$ cat config.mk
export PLATFORM = sky130hd
export DESIGN_NAME = wlps_ctrl
export DESIGN_NICKNAME = d
export VERILOG_FILES = /design/src/rtl/core/wlps_pkg.sv /design/src/rtl/core/wlps_ctrl.sv
export SDC_FILE = /design/constraint.sdc
export NUM_CORES = 1
export LEC_CHECK = 0
export BUFFER_PORTS_ARGS = -buffer_cell sky130_fd_sc_hd__buf_4
export CORE_AREA = 8 8 45 47
export CTS_CLUSTER_DIAMETER = 60
export DETAILED_ROUTE_END_ITERATION = 8
export DIE_AREA = 0 0 53 55
export GPL_TIMING_DRIVEN = 0
export PLACE_DENSITY = 0.61
export SLEW_MARGIN = 20
export SYNTH_ARGS = -nofsm -noshare
export SYNTH_HDL_FRONTEND = slang
export SYNTH_SLANG_ARGS = --single-unit
$ cat constraint.sdc
create_clock -name clk -period 2.2 [get_ports clk]
set_input_delay 0.22 -clock clk [delete_from_list [all_inputs] [get_ports clk]]
set_output_delay 0.22 -clock clk [all_outputs]
set_load 0.05 [all_outputs]
$ cat src/rtl/core/wlps_pkg.sv
// ----------------------------------------------------------------------------
// wlps_pkg
// Shared types and constants of the windowed latency percentile tracker.
// ----------------------------------------------------------------------------
`default_nettype none
package wlps_pkg;

  localparam int STAGES_DEF    = 12;
  localparam int RESERVOIR_DEF = 64;

  localparam int SAMPLE_W = 32;
  localparam int SUM_W    = 38;
  localparam int COUNT_W  = 7;
  localparam int LANES    = 4;   // median, p95, p99, max
  localparam int PROD_W   = 17;  // holds 99 * (RESERVOIR - 1)
  // floor(x / 100) is approximated by (x * RECIP_100) >> RECIP_SHIFT, then corrected.
  localparam int RECIP_100   = 10485;
  localparam int RECIP_SHIFT = 20;

  localparam logic [1:0] FUNC_RECORD = 2'd0;
  localparam logic [1:0] FUNC_QUERY  = 2'd1;
  localparam logic [1:0] FUNC_CLEAR  = 2'd2;

  typedef enum logic [3:0] {
    S_IDLE,
    S_DISPATCH,
    S_REC_RD,
    S_REC_WR,
    S_Q_MUL,
    S_Q_CORR,
    S_SCAN,
    S_DRAIN,
    S_UPD,
    S_DONE
  } state_t;

  typedef struct packed {
    logic load;
    logic clear;
    logic rec_rd;
    logic rec_wr;
    logic q_mul;
    logic q_corr;
    logic scan_rd;
    logic bit_upd;
    logic result;
  } cmd_t;

  typedef struct packed {
    logic [1:0] func;
    logic       stage_ok;
    logic       enabled;
    logic       empty;
    logic       last_issue;
    logic       bit_zero;
    logic       out_free;
  } status_t;

  function automatic int lane_pct(input int lane);
    case (lane)
      0:       return 50;
      1:       return 95;
      default: return 99;
    endcase
  endfunction

endpackage
`default_nettype wire

$ cat src/rtl/core/wlps_ctrl.sv
// ----------------------------------------------------------------------------
// wlps_ctrl
// Sequencer for record, clear and query requests.
// ----------------------------------------------------------------------------
`default_nettype none
module wlps_ctrl (
  input  wire logic              clk,
  input  wire logic              rst,
  input  wire logic              s_tvalid,
  output logic                   s_tready,
  input  wire wlps_pkg::status_t st,
  output wlps_pkg::cmd_t         cmd
);
  import wlps_pkg::*;

  state_t state, state_next;

  always_ff @(posedge clk) begin
    if (rst) begin
      state <= S_IDLE;
    end else begin
      state <= state_next;
    end
  end

  always_comb begin
    state_next = state;
    cmd        = '0;
    s_tready   = 1'b0;
    unique case (state)
      S_IDLE: begin
        s_tready = 1'b1;
        if (s_tvalid) begin
          cmd.load   = 1'b1;
          state_next = S_DISPATCH;
        end
      end
      S_DISPATCH: begin
        state_next = S_IDLE;
        case (st.func)
          FUNC_RECORD: if (st.enabled && st.stage_ok) state_next = S_REC_RD;
          FUNC_QUERY:  state_next = (!st.stage_ok || st.empty) ? S_DONE : S_Q_MUL;
          FUNC_CLEAR:  cmd.clear = 1'b1;
          default:     state_next = S_IDLE;
        endcase
      end
      S_REC_RD: begin
        cmd.rec_rd = 1'b1;
        state_next = S_REC_WR;
      end
      S_REC_WR: begin
        cmd.rec_wr = 1'b1;
        state_next = S_IDLE;
      end
      S_Q_MUL: begin
        cmd.q_mul  = 1'b1;
        state_next = S_Q_CORR;
      end
      S_Q_CORR: begin
        cmd.q_corr = 1'b1;
        state_next = S_SCAN;
      end
      S_SCAN: begin
        cmd.scan_rd = 1'b1;
        if (st.last_issue) state_next = S_DRAIN;
      end
      S_DRAIN: begin
        state_next = S_UPD;
      end
      S_UPD: begin
        cmd.bit_upd = 1'b1;
        state_next  = st.bit_zero ? S_DONE : S_SCAN;
      end
      S_DONE: begin
        if (st.out_free) begin
          cmd.result = 1'b1;
          state_next = S_IDLE;
        end
      end
      default: state_next = S_IDLE;
    endcase
  end
endmodule
`default_nettype wire

==> flow_summary.yaml, run 1 <==
yosys:
  synth-seq-cells: 4
  muxShareOfSynthArea: 0
  yosys.area_share.simple: 0.480
  synth-seq-area-share: 0.216
  yosys_warnings: 0
  synth_nets: 63
  synth_xor_area_frac: 0
  synth_cell_types: 27
  synth_top_family_by_area: "simple AND/OR/NAND/NOR gates"
  avgSynthCellArea_um2: 7.12
  postSynthCellCount: 52
  synth_compound_area_frac: 0.220
  yosys.area_share.adder: 0
  synth_area_um2: 370
finish:
  top_regs: "state (4)"
  finalInstanceArea_um2: 573
  final_common_cell: "buf_4"
  multi_input_area_um2: 269
  ff_latch_area_um2: 80.1
  top_register: "state"
  nNetsFinal: 88
  fillers: 164
  synthToLayoutAreaGrowth_pct: 54.7
  n_antenna_cell: 0
  drive_above_1_share: 0.440
  largest_reg_flops: 4
  final_cell_mix: "20 x buf_4, 7 x nor2_1, 6 x a21oi_1, 4 x nand2_1, 4 x dfxtp_1"
  fin_util: 0.414
min_path:
  holdCritStartpoint: "rst"
  holdCritPathClass: "in2reg"
routing:
  ant_nets: 0
  vias: 451
  wl_per_cell_um: 12.4
  drc: 0
  drt_wl_total_um: 1130
  avgViaCountPerCell: 4.96
  dr.pass1.iters: 4
  first_iter_violations: 14
power:
  p_per_area_nw_per_um2: 535
  p_leak_nw: 0.248
  peakVddDrop_mv: 0.202
grt:
  grt_pass1_vias: 451
  grt_overflow: 0
  grt_max_degree: 11
  antenna_found_initial: 0
  grt_util_all_layers: 0.0775
  grt_pass1_wl_um: 1830
clocking:
  cts-resized-gates: 0
  h-tree-depth: 1
  cts_buffers: 3
  clock-sinks: 4
  clk_path_buf_depth: 2
  clkLatencyLatePin_ns: 0.23
  holdBufCountCts: 0
  root_buffer: "clkbuf_4"
  clk_pin_slew_ns: 0.04
  post_cts_buffers: 0
  cts_tree: "done"
die:
  die_h_um: 55
  start_util: 0.268
  rows: 14
  die_w_um: 53
  io_pins: 21
  dieArea_um2: 2920
  core_um2: 1380
worst_setup_path:
  worstSetupEndpointType: "primary output"
  start_kind: "register"
  r2r_start: "state[1]$_SDFFE_PP0P_"
  crit_required_ns: 1.98
  cp.arrival_ns: 1.63
  reg2reg_setup_slack_ns: 0.52
  worst-setup-path-type: "reg2out"
  startpoint: "state[1]$_SDFFE_PP0P_"
  worstPathMaxFanout: 10
sta:
  max_freq_mhz: 539
  hold_violations: 0
  rsz0062_at_grt: "false"
  relSlewSlack: 0.740
  finalWorstSetupSlack_ns: 0.346
  fin_skew_ns: 0.0000658
  setup_tns_ns: 0
  setup_viol: 0
  post-route-min-period_ns: 1.85
  drv_slew: 0
  whs_ns: 0.176
  period_share: 0.843
  worst_slew_pin_slew_ns: 0.381
place:
  placed_area_um2: 551
  io_buffers: 20
  hpwl_um: 906
  gp_congestion: 0.697
  dp_slack_ns: 0.518
status:
  status: "finished clean"
job:
  cap_viol_max_count: 0
## area by class of cell
class	count	area share
Inverter	2	0.0131
Multi-Input combinational cell	42	0.469
Sequential cell	4	0.140
Timing Repair Buffer	20	0.262
Tap cell	16	0.0349
Buffer	4	0.0415
Clock buffer	3	0.0393
## where the power goes
part	internal (W)	switching (W)	leakage [nW]	total [W]
registers	0.0000779	0.00000224	0.0326	0.0000801
logic	0.0000535	0.0000834	0.201	0.000137
clock network	0.0000609	0.0000286	0.0138	0.0000895
## worst paths after layout
check,endpoint,depth (start not counted)
setup / recovery,cmd[7],4
hold / removal,state[0]$_SDFFE_PP0P_,2
setup reg to reg,state[0]$_SDFFE_PP0P_,5
hold reg to reg,state[3]$_SDFFE_PP0P_,3
## worst max-delay path, stage by stage, from the launching register on
cell      delay (ns)
dfxtp_1         0.29
clkbuf_1        0.20
or4b_4          0.54
nor3b_2         0.16
buf_4           0.21
## cell usage after synthesis
| cell type | n | share of area |
|---|---|---|
| clkbuf_1 | 2 | 0.020 |
| or2_2 | 2 | 0.034 |
| and2_1 | 1 | 0.017 |
| nand2b_1 | 2 | 0.034 |
| nand2b_2 | 1 | 0.024 |
| a21oi_1 | 6 | 0.081 |
| a221oi_2 | 1 | 0.041 |
| nand2_1 | 4 | 0.041 |
| buf_2 | 1 | 0.014 |
| buf_6 | 1 | 0.030 |
| o21ai_0 | 1 | 0.014 |
| nor3b_2 | 1 | 0.034 |
| inv_1 | 2 | 0.020 |
| nor4_1 | 1 | 0.017 |
| nand4b_1 | 1 | 0.024 |
| or4b_4 | 1 | 0.037 |
| and3_1 | 1 | 0.017 |
| nor2_1 | 7 | 0.071 |
| o41ai_1 | 1 | 0.024 |
| or2b_1 | 1 | 0.020 |
| or3_1 | 1 | 0.017 |
| a2111oi_0 | 1 | 0.024 |
| dfxtp_1 | 4 | 0.22 |
| nor3b_1 | 2 | 0.041 |
| nor3_1 | 4 | 0.054 |
| a31oi_1 | 1 | 0.017 |
| o211ai_1 | 1 | 0.020 |
## per-layer routing
layer  up-vias  track usage  part of all wire
li1        234            -                 -
met1       197       0.0909              0.45
met2        20        0.131              0.44
met3         0       0.0321              0.11
met4         0       0.0129                 0
met5         -            0                 0
## cells by family (layout without fill, tap and decap cells)
family / after synthesis / in the layout
AOI/OAI and AO/OA: 12 / 12
DFF: 4 / 4
and+or+nand+nor: 30 / 30
buffers and inverters: 6 / 29
## stage by stage
stage                     cells  power (W)
after detailed placement     88   0.000219
after global placement       88   0.000218
after global routing         91   0.000329
after CTS                    91   0.000311
final                        91   0.000307
after floorplan              52   0.000175
Note: power is estimated with default switching activity, not from simulation.
==> run 2, diff against run 1 <==
==> constraint.sdc (replaced) <==
create_clock -name clk -period 1.9 [get_ports clk]
set_input_delay 0.19 -clock clk [delete_from_list [all_inputs] [get_ports clk]]
set_output_delay 0.19 -clock clk [all_outputs]
set_load 0.05 [all_outputs]
==> run 2 against run 1 <==
  * Combinational power is 16% higher
  * Clock skew grew 0.0016 ns
  * Core utilization is 0.45 points higher
  * Clock-buffer cell count unchanged
  * Setup slack worse by 0.24 ns
  * Via count down 3.5%
  * Cell count stayed put
  * Flip-flop and latch count unchanged
  * Highest routed layer unchanged
==> flow_summary.yaml, run 2 (synthesis gave the netlist of run 1 again) <==
clocking:
  post_cts_buffers: 0
  cts_tree: "done"
  root_buffer: "clkbuf_4"
  clk_pin_slew_ns: 0.04
  cts_buffers: 3
  clkLatencyLatePin_ns: 0.23
  clk_path_buf_depth: 2
  clock-sinks: 4
  h-tree-depth: 1
power:
  p_per_area_nw_per_um2: 607
  pwr-share-clk: 0.283
  power_frac_comb: 0.453
  p_int_w: 0.000223
  p_total_w: 0.000352
  p_leak_nw: 0.256
  p_switching_w: 0.000128
  power_switching_share: 0.365
  peakVddDrop_mv: 0.272
  p_seq_frac: 0.265
routing:
  wl_met1_um: 475
  drc: 0
  vias: 435
  dr.pass1.iters: 4
  wl_met3_um: 128
  wl_per_cell_um: 11.7
  avgViaCountPerCell: 4.78
  ant_nets: 0
  first_iter_violations: 10
  wl_met2_um: 465
  top_layer: "met3"
  drt_wl_total_um: 1070
worst_setup_path:
  startpoint: "state[1]$_SDFFE_PP0P_"
  start_kind: "register"
  path_cells: "clkbuf_1 -> or4b_4 -> nor3b_2 -> buf_4"
  worstSetupEndpointType: "primary output"
  cp_top_family: "simple AND/OR/NAND/NOR gates"
  r2r_start: "state[1]$_SDFFE_PP0P_"
  path_buf_inv: 2
  crit_slowest_cell: "or4b_4"
  critPathMaxStageDelay_ns: 0.53
  cp.arrival_ns: 1.60
  worstPathMaxFanout: 10
  worst-setup-path-type: "reg2out"
  crit_required_ns: 1.71
grt:
  antenna_found_initial: 0
  grt_pass1_wl_um: 1800
  grt_max_degree: 11
  grt_util_all_layers: 0.0776
  grt_overflow: 0
  grt_pass1_vias: 410
min_path:
  holdCritPathClass: "in2reg"
  holdCritStartpoint: "rst"
die:
  start_util: 0.268
  io_pins: 21
  core_um2: 1380
  die_h_um: 55
  rows: 14
  die_w_um: 53
  dieArea_um2: 2920
sta:
  rsz0062_at_grt: "false"
  finalWorstSetupSlack_ns: 0.106
  fin_skew_ns: 0.00166
  drv_slew: 0
  post-route-min-period_ns: 1.79
  whs_ns: 0.156
  period_share: 0.944
  max_freq_mhz: 558
  setup_viol: 0
  hold_violations: 0
  relSlewSlack: 0.752
  worst_slew_pin_slew_ns: 0.363
finish:
  multi_input_area_um2: 274
  top_regs: "state (4)"
  drive_above_1_share: 0.467
  top_register: "state"
  largest_reg_flops: 4
  nNetsFinal: 88
  final_common_cell: "buf_4"
  final_cell_mix: "20 x buf_4, 7 x nor2_1, 6 x a21oi_1, 4 x nand2_1, 4 x dfxtp_1"
  ff_latch_area_um2: 80.1
  fillers: 153
  n_antenna_cell: 0
  synthToLayoutAreaGrowth_pct: 56.4
place:
  io_buffers: 20
  gp_congestion: 0.758
  dp_slack_ns: 0.218
  hpwl_um: 880
job:
  cap_viol_max_count: 0
status:
  status: "finished clean"
run 2: cell counts in the layout (fill, tap and decap cells not counted):
Identical to the previous run, type by type.
run 2: stage by stage:
| stage | instance area [um2] | setup TNS, ns | std cells | util |
|---|---|---|---|---|
| CTS | 578 | 0 | 91 | 0.418 |
| global route | 579 | 0 | 91 | 0.419 |
| global placement | 556 | 0 | 88 | 0.401 |
| floorplan | 385 | -0.280 | 52 | - |
| finish | 579 | 0 | 91 | 0.419 |
| detailed placement | 556 | 0 | 88 | 0.401 |
run 2: worst paths after layout:
check | end | slack, ns | cells past startpoint
hold reg to reg | state[3]$_SDFFE_PP0P_ | 0.62 | 3
hold / removal | state[0]$_SDFFE_PP0P_ | 0.16 | 2
setup reg to reg | state[0]$_SDFFE_PP0P_ | 0.22 | 5
setup / recovery | cmd[7] | 0.11 | 4
run 2: routing by layer:
metal | vias to the layer above | global-route usage
met4 | 0 | 0.0129
met3 | 0 | 0.0455
met1 | 187 | 0.0895
met2 | 15 | 0.123
met5 | - | 0
li1 | 233 | -
run 2: final cells by class:
cell class,count,area share
Tap cell,16,0.0346
Clock buffer,3,0.0389
Inverter,2,0.0130
Timing Repair Buffer,20,0.259
Multi-Input combinational cell,42,0.473
Sequential cell,4,0.138
Buffer,4,0.0432
run 2: power by group through the flow:
| stage | Combinational, W | Clock, W | Sequential, W |
|---|---|---|---|
| after floorplan | 0.000110 | 0 | 0.0000936 |
| final | 0.000159 | 0.0000995 | 0.0000931 |
| after global routing | 0.000173 | 0.000110 | 0.0000937 |
| after detailed placement | 0.000159 | 0 | 0.0000942 |
| after global placement | 0.000159 | 0 | 0.0000939 |
| after CTS | 0.000160 | 0.000106 | 0.0000930 |
run 2: what timing repair did:
action / in CTS / in global routing
gates resized for setup: 0 / 2
hold buffers: 0 / 0
setup endpoints to repair: 0 / 1
